## config.mk

```make
export PLATFORM = sky130hd
export DESIGN_NAME = ehse_ctrl
export DESIGN_NICKNAME = d
export VERILOG_FILES = /design/src/rtl/core/ehse_pkg.sv /design/src/rtl/core/ehse_ctrl.sv
export SDC_FILE = /design/constraint.sdc
export NUM_CORES = 1
export LEC_CHECK = 0
export ABC_AREA = 1
export BUFFER_PORTS_ARGS = -buffer_cell sky130_fd_sc_hd__buf_2
export CAP_MARGIN = 20
export CORE_AREA = 2 2 39 41
export CTS_CLUSTER_DIAMETER = 80
export DETAILED_ROUTE_END_ITERATION = 8
export DIE_AREA = 0 0 41 43
export GPL_TIMING_DRIVEN = 0
export PLACE_DENSITY = 0.57
export SYNTH_ARGS = -nofsm -noshare
export SYNTH_HDL_FRONTEND = slang
export SYNTH_SLANG_ARGS = --single-unit
```

## constraint.sdc

```tcl
create_clock -name clk -period 2 [get_ports clk]
set_clock_uncertainty 0.2 [all_clocks]
set_input_delay 0.3 -clock clk [delete_from_list [all_inputs] [get_ports clk]]
set_output_delay 0.3 -clock clk [all_outputs]
set_load 0.02 [all_outputs]
```

## src/rtl/core/ehse_pkg.sv

```systemverilog
// Shared types and constants for the encoder history speed estimator.
`timescale 1ns / 1ps
package ehse_pkg;

  localparam logic [1:0] OP_EDGE  = 2'd0;
  localparam logic [1:0] OP_TICK  = 2'd1;
  localparam logic [1:0] OP_CLEAR = 2'd2;

  localparam logic [1:0] DIR_NONE = 2'd0;
  localparam logic [1:0] DIR_FWD  = 2'd1;
  localparam logic [1:0] DIR_REV  = 2'd3;

  localparam int SCALE_BITS = 40;
  localparam int SUM_BITS   = 48;
  localparam int SPEED_BITS = 24;
  localparam logic [23:0] PEAK_RESET = 24'd17920;
  localparam logic [23:0] SPEED_MAX  = 24'hFFFFFF;
  localparam logic [7:0]  DEAD_RESET = 8'd50;
  localparam logic [7:0]  LOW_RESET  = 8'd100;
  localparam logic [7:0]  DEAD_STEP  = 8'd5;
  localparam logic [7:0]  LOW_OFFSET = 8'd50;
  localparam logic [7:0]  PWM_HIGH   = 8'd230;
  localparam int MERGE_GAP = 10;
  // ceil(2^30 / 5); exact x/5 for x below 2^30
  localparam logic [27:0] RECIP5_Q30 = 28'd214748365;

  localparam logic [1:0] REG_SCALE  = 2'd0;
  localparam logic [1:0] REG_WINDOW = 2'd1;
  localparam logic [1:0] REG_STALL  = 2'd2;

  typedef enum logic [3:0] {
    S_IDLE, S_LOAD, S_PAIR, S_DIV, S_ACC, S_MEAN_START, S_MEAN_DIV,
    S_PEAK_START, S_PEAK_DIV, S_FINISH, S_OUT
  } state_t;

  typedef struct packed {
    logic start;      // latch input, begin item
    logic load_pair;  // fetch pair at current step
    logic div_start;  // start divider with current operands
    logic div_mode;   // 0 scale/dt, 1 sum/valid
    logic peak_mode;  // latch peak average
    logic acc;        // accumulate pair quotient
    logic merge;      // merge pair into working copy
    logic step;       // advance walk index
    logic finish;     // commit state updates
    logic show;       // present output beat
  } cmd_t;

  typedef struct packed {
    logic [1:0] opcode;
    logic walk_done;  // walk ended (window or last step)
    logic pair_far;   // pair wider than merge gap
    logic div_busy;
    logic any_valid;
    logic mean_gt_peak;
    logic pwm_high;
  } stat_t;

endpackage

```

## src/rtl/core/ehse_ctrl.sv

```systemverilog
// Sequencer for edge, tick and clear items.
`timescale 1ns / 1ps
module ehse_ctrl (
  input  logic          clk,
  input  logic          rst,
  input  logic          in_fire,
  input  logic          out_ready,
  input  ehse_pkg::stat_t stat,
  output ehse_pkg::cmd_t  cmd,
  output logic          in_ready,
  output logic          out_valid
);
  import ehse_pkg::*;
  state_t state, state_next;

  always_ff @(posedge clk) begin
    if (rst) state <= S_IDLE;
    else state <= state_next;
  end

  always_comb begin
    state_next = state;
    case (state)
      S_IDLE: if (in_fire) state_next = (stat.opcode == OP_TICK) ? S_LOAD : S_FINISH;
      S_LOAD: state_next = S_PAIR;
      S_PAIR: begin
        if (stat.walk_done) state_next = S_MEAN_START;
        else if (stat.pair_far) state_next = S_DIV;
        else state_next = S_LOAD;
      end
      S_DIV: if (!stat.div_busy) state_next = S_ACC;
      S_ACC: state_next = S_LOAD;
      S_MEAN_START: state_next = stat.any_valid ? S_MEAN_DIV : S_FINISH;
      S_MEAN_DIV: if (!stat.div_busy) state_next = S_PEAK_START;
      S_PEAK_START: state_next = S_PEAK_DIV;
      S_PEAK_DIV: if (!stat.div_busy) state_next = S_FINISH;
      S_FINISH: state_next = S_OUT;
      S_OUT: if (out_ready) state_next = S_IDLE;
      default: state_next = S_IDLE;
    endcase
  end

  always_comb begin
    cmd = '0;
    in_ready = 1'b0;
    out_valid = 1'b0;
    case (state)
      S_IDLE: begin
        in_ready = 1'b1;
        cmd.start = in_fire;
      end
      S_LOAD: cmd.load_pair = 1'b1;
      S_PAIR: begin
        if (!stat.walk_done) begin
          cmd.div_start = stat.pair_far;
          cmd.merge = !stat.pair_far;
          cmd.step = !stat.pair_far;
        end
      end
      S_ACC: begin
        cmd.acc = 1'b1;
        cmd.step = 1'b1;
      end
      S_MEAN_START: begin
        cmd.div_start = stat.any_valid;
        cmd.div_mode = 1'b1;
      end
      S_PEAK_START: cmd.peak_mode = !stat.mean_gt_peak && stat.pwm_high;
      S_FINISH: cmd.finish = 1'b1;
      S_OUT: out_valid = 1'b1;
      default: ;
    endcase
  end
endmodule

```

Word level (Yosys, flattened, before mapping) --
Index checks and enable logic that the tools add are counted.
Word-level totals: output and inout bits 12, input port bits 12, word-level logic and storage cells 45, flip-flop bits (word level) 4
Cells by class: equal/unequal tests 16, reduce and logical (&&, ||, !) cells 5, mux-type cells 23
Operators by type and width (count):
- 4-bit one-hot mux with 11 select lines | 1
- 4-bit 2-to-1 mux | 7
- 4-bit by 3-bit equality test with 1-bit output (second input constant) | 4
- 4-bit equality test (second input constant) | 3
- 1-bit 2-to-1 mux | 10
- 2-bit inequality test (second input constant) | 5
- 4-bit by 2-bit equality test with 1-bit output (second input constant) | 2
- 5-bit AND reduction | 1
- 4-bit by 1-bit equality test with 1-bit output (second input constant) | 1
- 4-bit logical NOT | 1
- 2-bit 2-to-1 mux | 2
- 1-bit one-hot mux with 2 select lines | 2
- 3-bit 2-to-1 mux | 1
- 2-bit by 1-bit equality test with 1-bit output (second input constant) | 1
- 1-bit logical NOT | 2
- 1-bit logical AND | 1

Logic depth before layout (Yosys ltp) --
word-level depth 4, gate-level depth with buffers 9, mapped depth without buffers 9

Worst setup path after synthesis --
Ideal clock, no wire load.
path kind register -> output, start register state[2], end output port cmd[2] in the netlist's numbering, path buffers 0, arrival 1.106 ns, slack 0.394 ns, cell stages (with the launch flop) 6, data required time 1.500 ns, cells stage by stage dfxtp_1 > nor2_1 > inv_2 > nor2_2 > nand2_1 > o22ai_1
RTL lines:
- start, declared | line ehse_ctrl.sv:14 | state_t state, state_next;
- start signal, assigned | line ehse_ctrl.sv:18 | else state <= state_next;
- end, declared | line ehse_ctrl.sv:9 | output ehse_pkg::cmd_t cmd,

==> summary.md <==
| Metric | Value |
|---|---|
| Cell row count | 14 |
| Number of antenna violations at the first check in global routing | 0 |
| PnR worst setup slack | 0.143 ns |
| Multi-input logic area | 282 sq um |
| Clock Sinks | 4 |
| All-layer global routing usage | 13.6% |
| Setup repair after global routing missed its margin | no |
| Count of cells resized by post-cts repair | 0 |
| Number of fill cells | about 170 |
| Flip-flop count of the largest register after layout | 4 |
| Number of enable flip-flop cells after synthesis | 0 |
| Clock insertion delay at the later pin of the skew report | 0.23 ns |
| Total congestion overflow after global routing | 0 |
| X dimension of the die | 41 microns |
| Top-area cell type share of the netlist area | approximately a fifth |
| Total nets after synthesis | 95 |
| N_diodes | 0 |
| Routed vias/inst | 4.30 |
| Yosys warning total | 0 |
| Full die area | 1760 sq um |
| Initial detailed-routing violation count | 8 |
| CP endpoint kind | primary output |
| Data required time at the worst endpoint | 1.50 ns |
| Detail-routed net length per standard cell | 8.09 microns |
| Cell taking the most area after synthesis | sky130_fd_sc_hd__nand2_1 |
| Relative area change from synthesis to final layout | 35.9% |
| Pins Over Slew Limit | 0 |
| Most used standard cell by instance count after synthesis | sky130_fd_sc_hd__nand2_1 |
| Post-Syn Instances | 83 |
| Number of storage elements in the synthesis netlist | 4 |
| Registers with the highest flip-flop counts | state: 4 flops |
| Number of clock buffers inserted by TritonCTS | 3 |
| Number of buffers inserted to repair setup after CTS | 0 |
| VDD IR max | 0.000621 V |
| Leading register cell type out of synthesis | sky130_fd_sc_hd__dfxtp_1 |
| Hold_buf cts | 0 |
| Count of different cell masters after synthesis | 17 |
| Post-synth top cells | 22 x sky130_fd_sc_hd__nand2_1, 19 x sky130_fd_sc_hd__nor2_1, 10 x sky130_fd_sc_hd__inv_1 |
| CTS clock-pin slew for the worst setup and hold paths | 0.04 ns |
| Layout cell share with drive strength beyond 1 | 35.2% |
| Number of hold violations in the final report | 0 |
| Vias after detailed routing | ~530 |
| Startpoint-to-endpoint class of the critical path | register to primary output |
| Setup violations, final | 0 |
| Final critical-path share of the clock period | between 90% and 100% |
| First-pass GRT wire length | 1670 microns |
| H-tree Lvls | 1 |
| Via count of the first global-routing pass | 479 |
| Detailed-routing iteration count for the pre-antenna-repair pass | 4 |
| Status | complete, no violations |
| Post-layout utilization of the core | 41.8% |
| Final estimated routing congestion in global placement | approximately 0.74 |
| Minimum setup slack after placement | about 0.38 ns |
| Leak | 0.000356 uW |
| Highest fanout seen on the critical path | 5 |
| Largest net degree at the start of global routing | 9 |
| Number of maximum-capacitance constraint violations | 0 |
| CTS tree | done |
| Mean Syn Cell Area | 5.13 sq um |
| Top cells by area, synth | sky130_fd_sc_hd__nand2_1 19%, sky130_fd_sc_hd__dfxtp_1 19%, sky130_fd_sc_hd__nor2_1 17% |
| Element type at the critical path start | register |
| Power density relative to cell area | 1440 nW/um^2 |
| Largest reg by FF count | state |
| Placeable Area | 1380 sq um |
| Worst hold-check slack | 0.146 ns |
| Combined area of all synthesized cells | 425 sq um |
| Crit path arrival time | 1.36 ns |
| Starting utilization of the core area | 30.7% |
| Final-stage net count | 122 |
| CTS max path bufs | 2 |
| HP Class | input port to register |
| Crit path time final | 1.86 ns |
| Total routed wirelength | 1000 microns |
| Die Span Y | 43 microns |
| HPWL Detailed | 899 microns |
| Count of port buffers added during placement | 22 |
| Number of nets still failing antenna checks after routing | 0 |
| Achievable clock frequency | roughly 540 MHz |
| Sequential cell area fraction in the yosys report | between 10% and 20% |
| Register cell area after layout | 80.1 sq um |
| Total negative slack | 0 ns |
| Number of top-level pins | 24 |
| Clk Tree Root Cell | sky130_fd_sc_hd__clkbuf_4 |
| Fraction of registers with async set/reset | 0% |
| DRC violations left | 0 |
## logic make-up after synthesis
group	after synthesis	synth area share (%)
simple gates	57	59.1
buf+inv	16	15.0
compound gates	5	6.18
flops	4	18.8
other cells	1	0.882
## where the power goes
group	total, uW	internal, uW	switching (uW)
Clock	96.4	66.9	29.5
Combinational	581	196	384
Sequential	157	115	41.4
## layout by cell type, fill, tap and decap left out
cell,instances
sky130_fd_sc_hd__conb_1,1
sky130_fd_sc_hd__buf_4,1
sky130_fd_sc_hd__nor2_1,19
sky130_fd_sc_hd__nand4_1,1
sky130_fd_sc_hd__buf_2,22
sky130_fd_sc_hd__nand3_1,5
sky130_fd_sc_hd__inv_2,5
sky130_fd_sc_hd__o22ai_1,1
sky130_fd_sc_hd__nand3b_1,1
sky130_fd_sc_hd__dfxtp_1,4
sky130_fd_sc_hd__nand2_1,22
sky130_fd_sc_hd__nand2_4,1
sky130_fd_sc_hd__inv_1,10
sky130_fd_sc_hd__o21ai_1,1
sky130_fd_sc_hd__nor3_1,2
sky130_fd_sc_hd__nand2_2,1
sky130_fd_sc_hd__a21oi_1,3
sky130_fd_sc_hd__nor2_2,5
sky130_fd_sc_hd__clkbuf_4,3
## metal layers
metal	vias up	wire, microns	track usage (%)
met5	-	0	0
met4	0	0	8.00
met3	0	80	3.14
met2	16	498	23.1
met1	218	424	14.1
li1	299	-	-
## path summary, 6_finish.rpt
kind | start | to | slack (ns) | depth (start not counted)
worst max-delay path | state[2] | cmd[2] | 0.14 | 6
worst min-delay path | rst | state[0] | 0.15 | 4
worst max register to register | state[3] | state[1] | 0.56 | 9
worst min register to register | state[3] | state[3] | 0.38 | 4
## critical path: stages, from the launching register on
cell                      delay, ns
sky130_fd_sc_hd__dfxtp_1       0.33
sky130_fd_sc_hd__nor2_1        0.21
sky130_fd_sc_hd__inv_2         0.09
sky130_fd_sc_hd__nor2_2        0.13
sky130_fd_sc_hd__nand2_1       0.09
sky130_fd_sc_hd__o22ai_1       0.10
sky130_fd_sc_hd__buf_2         0.18
## through the flow
stage          cells  total power [uW]  area (sq um)
2_1_floorplan     83               608           425
3_3_place_gp     121               750           556
3_5_place_dp     121               743           556
4_1_cts          124               850           578
5_1_grt          124               933           578
6_report         124               834           578
## layout make-up
class | count | share of cell area (%)
Buffer | 1 | 1.30
Clock buffer | 3 | 3.90
Inverter | 15 | 9.74
Multi-Input combinational cell | 63 | 48.7
Sequential cell | 4 | 13.9
Tap cell | 16 | 3.46
Timing Repair Buffer | 22 | 19.0
(Power assumes the default switching activity.)
